## config.mk

```make
export PLATFORM = sky130hd
export DESIGN_NAME = lifo_stack_engine
export DESIGN_NICKNAME = d
export VERILOG_FILES = /design/src/hw/rtl/lse_pkg.sv /design/src/hw/rtl/lse_ram.sv /design/src/hw/rtl/lse_core.sv /design/src/hw/rtl/lifo_stack_engine.sv
export SDC_FILE = /design/constraint.sdc
export NUM_CORES = 1
export LEC_CHECK = 0
export BUFFER_PORTS_ARGS = -buffer_cell sky130_fd_sc_hd__buf_2
export CAP_MARGIN = 10
export CORE_MARGIN = 2
export CORE_UTILIZATION = 50
export DETAILED_ROUTE_END_ITERATION = 10
export PLACE_DENSITY = 0.64
export SLEW_MARGIN = 20
export SYNTH_ARGS = -nofsm -noshare
export SYNTH_HDL_FRONTEND = slang
export SYNTH_SLANG_ARGS = --single-unit
```

## constraint.sdc

```tcl
create_clock -name clk -period 16.3 [get_ports clk]
set_clock_uncertainty 0.05 [all_clocks]
set_input_delay 2.445 -clock clk [delete_from_list [all_inputs] [get_ports clk]]
set_output_delay 2.445 -clock clk [all_outputs]
set_load 0.02 [all_outputs]
```

## src/hw/rtl/lse_pkg.sv

```systemverilog
// Shared types, codes and sizes for the LIFO stack engine.
package lse_pkg;

    // Stack storage size and derived widths
    localparam int DEPTH  = 16;
    localparam int ADDR_W = $clog2(DEPTH);
    localparam int CNT_W  = $clog2(DEPTH + 1);
    localparam int CAP_W  = 5;
    localparam int WORD_W = 32;

    // Configuration register indexes
    localparam logic REG_CAPACITY = 1'b0;
    localparam logic [CAP_W-1:0] CAPACITY_RESET = CAP_W'(10);

    // Operation codes
    localparam logic [2:0] FN_PUSH   = 3'd0;
    localparam logic [2:0] FN_POP    = 3'd1;
    localparam logic [2:0] FN_PEEK   = 3'd2;
    localparam logic [2:0] FN_TOP    = 3'd3;
    localparam logic [2:0] FN_BOTTOM = 3'd4;

    // Status codes
    localparam logic [1:0] ST_OK        = 2'd0;
    localparam logic [1:0] ST_OVERFLOW  = 2'd1;
    localparam logic [1:0] ST_UNDERFLOW = 2'd2;
    localparam logic [1:0] ST_BADPOS    = 2'd3;

    typedef struct packed {
        logic [2:0]               func;
        logic signed [WORD_W-1:0] value;
        logic [4:0]               position;
    } req_t;

    typedef struct packed {
        logic signed [WORD_W-1:0] data;
        logic [1:0]               status;
        logic                     full_res;
        logic                     empty_res;
        logic [4:0]               depth;
    } rsp_t;

    typedef struct packed {
        logic              en;
        logic              we;
        logic [ADDR_W-1:0] addr;
        logic [WORD_W-1:0] wdata;
    } ram_req_t;

endpackage

```

## src/hw/rtl/lse_ram.sv

```systemverilog
// Single-port synchronous stack memory with registered read data.
module lse_ram (
    input  logic                              clk,
    input  lse_pkg::ram_req_t                 ram_req,
    output logic [lse_pkg::WORD_W-1:0]        rdata
);
    import lse_pkg::*;

    logic [WORD_W-1:0] mem [DEPTH];
    logic [WORD_W-1:0] rdata_reg;

    // Write on enable with write strobe, else read and hold the word
    always_ff @(posedge clk)
    begin
        if (ram_req.en)
        begin
            if (ram_req.we)
            begin
                mem[ram_req.addr] <= ram_req.wdata;
            end
            else
            begin
                rdata_reg <= mem[ram_req.addr];
            end
        end
    end

    assign rdata = rdata_reg;

endmodule

```

## src/hw/rtl/lse_core.sv

```systemverilog
// Stack pointer, operation decode and result register for the LIFO engine.
module lse_core (
    input  logic                           clk,
    input  logic                           rst_n,
    input  logic [lse_pkg::CAP_W-1:0]      capacity,
    input  logic                           req_valid,
    output logic                           req_ready,
    input  lse_pkg::req_t                  req,
    output logic                           rsp_valid,
    input  logic                           rsp_ready,
    output lse_pkg::rsp_t                  rsp,
    output lse_pkg::ram_req_t              ram_req,
    input  logic [lse_pkg::WORD_W-1:0]     ram_rdata
);
    import lse_pkg::*;

    typedef enum logic {S_IDLE, S_DONE} state_t;

    typedef struct packed {
        logic [1:0]       status;
        logic             use_mem;
        logic             full_res;
        logic             empty_res;
        logic [CNT_W-1:0] depth;
    } pend_t;

    state_t           state_reg, state_next;
    logic [CNT_W-1:0] count_reg, count_next;
    pend_t            pend_reg, pend_next;
    rsp_t             rsp_reg, rsp_next;
    logic             rsp_valid_reg, rsp_valid_next;

    logic             req_fire;
    logic [CNT_W-1:0] eff_cap;
    logic [CNT_W-1:0] pos_ext;
    logic [CNT_W-1:0] peek_idx;
    logic [CNT_W-1:0] top_idx;
    logic             out_free;

    assign req_ready = (state_reg == S_IDLE);
    assign req_fire  = req_valid && req_ready;
    assign rsp_valid = rsp_valid_reg;
    assign rsp       = rsp_reg;
    assign out_free  = !rsp_valid_reg || rsp_ready;

    // Clamp capacity into 1..DEPTH
    always_comb
    begin
        if (capacity == '0)
        begin
            eff_cap = CNT_W'(1);
        end
        else if (int'(capacity) > DEPTH)
        begin
            eff_cap = CNT_W'(DEPTH);
        end
        else
        begin
            eff_cap = CNT_W'(capacity);
        end
    end

    assign pos_ext  = CNT_W'(req.position);
    assign peek_idx = count_reg - pos_ext;
    assign top_idx  = count_reg - CNT_W'(1);

    // Decode the operation, move the pointer, issue the memory access
    always_comb
    begin
        state_next     = state_reg;
        count_next     = count_reg;
        pend_next      = pend_reg;
        rsp_next       = rsp_reg;
        rsp_valid_next = rsp_valid_reg;
        ram_req        = '0;
        ram_req.wdata  = req.value;

        // Drop a result once taken
        if (rsp_valid_reg && rsp_ready)
        begin
            rsp_valid_next = 1'b0;
        end

        case (state_reg)
            S_IDLE:
            begin
                if (req_fire)
                begin
                    pend_next.status  = ST_OK;
                    pend_next.use_mem = 1'b0;
                    case (req.func)
                        FN_PUSH:
                        begin
                            if (count_reg >= eff_cap)
                            begin
                                pend_next.status = ST_OVERFLOW;
                            end
                            else
                            begin
                                ram_req.en   = 1'b1;
                                ram_req.we   = 1'b1;
                                ram_req.addr = count_reg[ADDR_W-1:0];
                                count_next   = count_reg + CNT_W'(1);
                            end
                        end
                        FN_POP:
                        begin
                            if (count_reg == '0)
                            begin
                                pend_next.status = ST_UNDERFLOW;
                            end
                            else
                            begin
                                ram_req.en        = 1'b1;
                                ram_req.addr      = top_idx[ADDR_W-1:0];
                                pend_next.use_mem = 1'b1;
                                count_next        = top_idx;
                            end
                        end
                        FN_PEEK:
                        begin
                            if (pos_ext == '0 || pos_ext > count_reg)
                            begin
                                pend_next.status = ST_BADPOS;
                            end
                            else
                            begin
                                ram_req.en        = 1'b1;
                                ram_req.addr      = peek_idx[ADDR_W-1:0];
                                pend_next.use_mem = 1'b1;
                            end
                        end
                        FN_TOP:
                        begin
                            if (count_reg == '0)
                            begin
                                pend_next.status = ST_UNDERFLOW;
                            end
                            else
                            begin
                                ram_req.en        = 1'b1;
                                ram_req.addr      = top_idx[ADDR_W-1:0];
                                pend_next.use_mem = 1'b1;
                            end
                        end
                        FN_BOTTOM:
                        begin
                            if (count_reg == '0)
                            begin
                                pend_next.status = ST_UNDERFLOW;
                            end
                            else
                            begin
                                ram_req.en        = 1'b1;
                                ram_req.addr      = '0;
                                pend_next.use_mem = 1'b1;
                            end
                        end
                        default:
                        begin
                            pend_next.status = ST_OK;
                        end
                    endcase
                    pend_next.full_res  = (count_next >= eff_cap);
                    pend_next.empty_res = (count_next == '0);
                    pend_next.depth     = count_next;
                    state_next          = S_DONE;
                end
            end
            S_DONE:
            begin
                // Hold until the output register frees up
                if (out_free)
                begin
                    // Refused reads give all ones; pushes and spare codes give zero
                    if (pend_reg.use_mem)
                    begin
                        rsp_next.data = ram_rdata;
                    end
                    else if (pend_reg.status == ST_UNDERFLOW || pend_reg.status == ST_BADPOS)
                    begin
                        rsp_next.data = '1;
                    end
                    else
                    begin
                        rsp_next.data = '0;
                    end
                    rsp_next.status    = pend_reg.status;
                    rsp_next.full_res  = pend_reg.full_res;
                    rsp_next.empty_res = pend_reg.empty_res;
                    rsp_next.depth     = 5'(pend_reg.depth);
                    rsp_valid_next     = 1'b1;
                    state_next         = S_IDLE;
                end
            end
            default:
            begin
                state_next = S_IDLE;
            end
        endcase
    end

    // Hold state, pointer and result registers
    always_ff @(posedge clk or negedge rst_n)
    begin
        if (!rst_n)
        begin
            state_reg     <= S_IDLE;
            count_reg     <= '0;
            pend_reg      <= '0;
            rsp_reg       <= '0;
            rsp_valid_reg <= 1'b0;
        end
        else
        begin
            state_reg     <= state_next;
            count_reg     <= count_next;
            pend_reg      <= pend_next;
            rsp_reg       <= rsp_next;
            rsp_valid_reg <= rsp_valid_next;
        end
    end

    // Pointer never passes the storage size
    assert property (@(posedge clk) disable iff (!rst_n)
        int'(count_reg) <= DEPTH)
        else $error("stack pointer beyond storage");

    // Memory is touched only when a request is taken
    assert property (@(posedge clk) disable iff (!rst_n)
        ram_req.en |-> req_fire)
        else $error("memory access outside request accept");

    // A successful push grows the stack by one
    assert property (@(posedge clk) disable iff (!rst_n)
        (req_fire && ram_req.we) |=> count_reg == $past(count_reg) + CNT_W'(1))
        else $error("push did not advance pointer");

    // A waiting result blocks any new request
    assert property (@(posedge clk) disable iff (!rst_n)
        (state_reg == S_DONE) |-> !req_ready)
        else $error("request taken while result pending");

endmodule

```

## src/hw/rtl/lifo_stack_engine.sv

```systemverilog
// Top level of the LIFO stack engine: register port, core and stack memory.
//
//  Port group    Direction  Carries
//  req_*         in         one request word: func, value, position
//  rsp_*         out        one result word: data, status, flags, depth
//  p*            in/out     APB register port, capacity at address 0
//
// Each request is decoded and issues its memory access in S_IDLE; in S_DONE the
// registered read data of the stack memory is loaded into the result register.
// A new request is taken only once the core is back in S_IDLE.
// Reset empties the stack and sets capacity to 10; stored words are left as is.
// A stalled result holds in the output register; the next request is still
// taken and waits in the core until that register frees.
module lifo_stack_engine (
    input  logic                  clk,
    input  logic                  rst_n,
    input  logic                  psel,
    input  logic                  penable,
    input  logic                  pwrite,
    input  logic [2:0]            paddr,
    input  logic [31:0]           pwdata,
    output logic [31:0]           prdata,
    output logic                  pready,
    input  logic                  req_valid,
    output logic                  req_ready,
    input  lse_pkg::req_t         req,
    output logic                  rsp_valid,
    input  logic                  rsp_ready,
    output lse_pkg::rsp_t         rsp
);
    import lse_pkg::*;

    logic [CAP_W-1:0]  capacity_reg;
    logic              cfg_write;
    ram_req_t          ram_req;
    logic [WORD_W-1:0] ram_rdata;

    assign pready    = 1'b1;
    assign cfg_write = psel && penable && pwrite && (paddr[2] == REG_CAPACITY);

    // Capacity register
    always_ff @(posedge clk or negedge rst_n)
    begin
        if (!rst_n)
        begin
            capacity_reg <= CAPACITY_RESET;
        end
        else if (cfg_write)
        begin
            capacity_reg <= pwdata[CAP_W-1:0];
        end
    end

    // Read back
    assign prdata = (paddr[2] == REG_CAPACITY) ? 32'(capacity_reg) : '0;

    lse_core u_core (
        .clk       (clk),
        .rst_n     (rst_n),
        .capacity  (capacity_reg),
        .req_valid (req_valid),
        .req_ready (req_ready),
        .req       (req),
        .rsp_valid (rsp_valid),
        .rsp_ready (rsp_ready),
        .rsp       (rsp),
        .ram_req   (ram_req),
        .ram_rdata (ram_rdata)
    );

    lse_ram u_ram (
        .clk     (clk),
        .ram_req (ram_req),
        .rdata   (ram_rdata)
    );

endmodule

```

==> impl_metrics.ini <==
[critical_path]
cp-end-kind = flip-flop
path_cells = buf_2 -> inv_1 -> ha_1 -> o21ai_1 -> a21oi_1 -> o31ai_1 -> nand2_4 -> buf_4 -> a21oi_4 -> buf_4 -> a32oi_1 -> o221ai_1 -> o2111ai_1
arrival_ps = 6570
worstSetupPathType = input port to flip-flop
crit_path_top_delay_cell = a21oi_4
crit_path_start_kind = input port
critPathMaxStageDelay_ps = 730
path_max_fanout = 47
cp_common_cell = buf_4
cp.required_ps = 16540

[grt]
grt_pass1_wl_um = 98800
grt_util_all_layers = 0.260
grt_pass1_vias = 15500
grt-ovfl-total = 0
antenna_found_initial = 1
grt_max_degree = 76

[cts]
cts_made_buffers = 60
cts_hold_buf = 0
cts_tree = done
clkLatencyLatePin_ps = 620
ctsResizeCount = 0
cts_htree_levels = 2
cts_setup_buffers = 0
cts_buffer_depth = 3
clk_pin_slew_worst_paths_ps = 60
clock_sinks = 602
cts_root_buffer = clkbuf_16

[sta]
clock.fmax_mhz = 158
hold_viol = 0
period_needed_ps = 6330
tightestPinTransition_ps = 951
finalCritPeriodShare = 0.389
report.final.slew_viol_count = 0
setup_viol = 0
tns_ps = 0
slew-limit-headroom = 0.366
rsz0062_at_grt = false

[synthesis]
yosysWarnings = 0
syn_inst = 1768
synth_area_leaders = edfxtp_1, dfrtp_1, o21ai_0
seq_area_frac_synth = 0.714
synth_top_area_frac = 0.656
async_reset_ff_frac = 0.0963
ys_ff_latch = 602
yosysTopAreaCell = edfxtp_1
synth_area_per_cell_um2 = 14.1
synth_edf_count = 544
netlist_area_um2 = 24900
yosysUniqueCellTypes = 75
ys.flop_type = edfxtp_1

[layout]
final_nets = 1939
drive_gt1_frac = 0.156
layout.cells.most_common = edfxtp_1
synthToLayoutAreaGrowth_pct = 12.7
largest_reg_flops = 512
instances_no_fill = 2549
final_cell_mix = edfxtp_1, o21ai_0, a21oi_1

[outcome]
run_status = complete, no violations

[die]
die-area_um2 = 51600
start_util = 0.508
core_um2 = 49100
die_x_um = 227
die_h_um = 227
num_rows = 81
pin_count = 158

[detailed_routing]
viasPerCell = 6.29
wire_per_inst_um = 26.2
first_iter_violations = 1859
drcViolationCount = 0
postRouteAntennaNets = 0
first_pass_iters = 6
routed_wl_um = 66800
vias = 16000

[placed_design]
hpwl_um = 35100
gp_congestion = 0.794
io_buffers = 100
dp.cells = 2437

[flow_run]
maxCapViolCount = 0

[pwr]
leakage_nw = 9.87
switchingPower_mw = 1.22
internal_power_mw = 2.85
peakVddDrop_mv = 0.0828
swShare = 0.300
finalPower_mw = 4.07
p_per_area_nw_per_um2 = 145
p_comb_frac = 0.208
seqPwrFrac = 0.447
p_clk_frac = 0.345

[worst_hold_path]
hp-class = flip-flop to flip-flop
-- worst paths after layout --
| path | endpoint | depth (start not counted) | start | slack [ps] |
|---|---|---|---|---|
| max in group asynchronous | u_core.rsp[21] | 2 | rst_n | 13740 |
| setup reg to reg | u_ram.mem[11][24] | 16 | u_core.count_reg[0] | 10450 |
| hold / removal | u_core.rsp[14] | 2 | u_core.rsp[14] | 420 |
| setup / recovery | u_ram.rdata[27] | 13 | req[2] | 9970 |
| hold reg to reg | u_core.rsp[14] | 2 | u_core.rsp[14] | 420 |
| min in group asynchronous | capacity_reg[4] | 2 | rst_n | 1940 |
-- per-stage QoR --
stage                     area [um2]  utilization  hold slack [ps]  setup WS, ps
after floorplan                25000            -              395          9220
after global placement         26100        0.531              406          9500
after CTS                      28100        0.572              428         10070
after global routing           28100        0.572              447          9760
final                          28100        0.572              422          9970
after detailed placement       26100        0.531              415          9450
-- worst max-delay path: cells and delay by family --
| family | cells | cell delay, ps |
|---|---|---|
| buffers and inverters | 4 | 1240 |
| AND/OR/NAND/NOR | 1 | 470 |
| adder cells (fa/ha/maj) | 1 | 350 |
| AO/OA/AOI/OAI | 7 | 1970 |
-- layout make-up --
cell class	count	area (um2)
repair buffers	147	853
flip-flops and latches	602	17800
clock inverters	29	328
inverters	50	188
fillers	3923	21000
clock buffers	82	1690
diodes	1	2.50
multi-input cells	974	6400
well taps	664	831
-- routing by layer --
| layer | track usage | vias to the layer above | wire length, um |
|---|---|---|---|
| li1 | - | 7008 | - |
| met1 | 0.360 | 8052 | 27300 |
| met2 | 0.418 | 828 | 31500 |
| met3 | 0.0448 | 132 | 6090 |
| met4 | 0.0923 | 2 | 1850 |
| met5 | 0 | - | 16 |
-- power groups by stage --
stage	Clock, mW	Sequential [mW]	Combinational (mW)
finish	1.41	1.82	0.848
global route	1.48	1.83	0.926
CTS	1.42	1.82	0.847
detailed placement	0	1.85	0.842
global placement	0	1.85	0.826
floorplan	0	1.89	0.509
-- synth_stat cells (all sizes together), types with 2 or more instances --
cell and n:
a21o 3, nor4 5, and4 2, nand3 94, a21oi 105, a31oi 5, and3 66, ha 21
a32oi 31, nor3 17, o21ai 147, inv 50, or2 2, xnor2 2, nand2b 7, o32ai 31
a221oi 31, o22ai 3, a21boi 31, mux2 10, o2111ai 30, nor2 66, conb 2, a2bb2oi 2
mux2i 2, o211ai 3, clkbuf 85, a22o 2, a211oi 3, nand2 63, nand4 3, o31ai 33
or4 2, o21a 3, o221ai 31, dfstp 2, nor2b 40, buf 83, a211o 32, and2 3
o221a 2, dfrtp 56, edfxtp 544
-- cells by family (layout without fill, tap and decap cells) --
kind of cell | after synthesis | count (layout) | synth area share
flip-flops | 602 | 602 | 0.714
AO/OA/AOI/OAI | 534 | 534 | 0.149
AND/OR/NAND/NOR | 375 | 375 | 0.0787
buffers and inverters | 218 | 308 | 0.0406
adder cells (fa/ha/maj) | 23 | 23 | 0.0118
multiplexers | 12 | 12 | 0.00532
other | 2 | 29 | 0.000301
XOR/XNOR | 2 | 2 | 0.000703
Power figures use the tool's default switching activity.
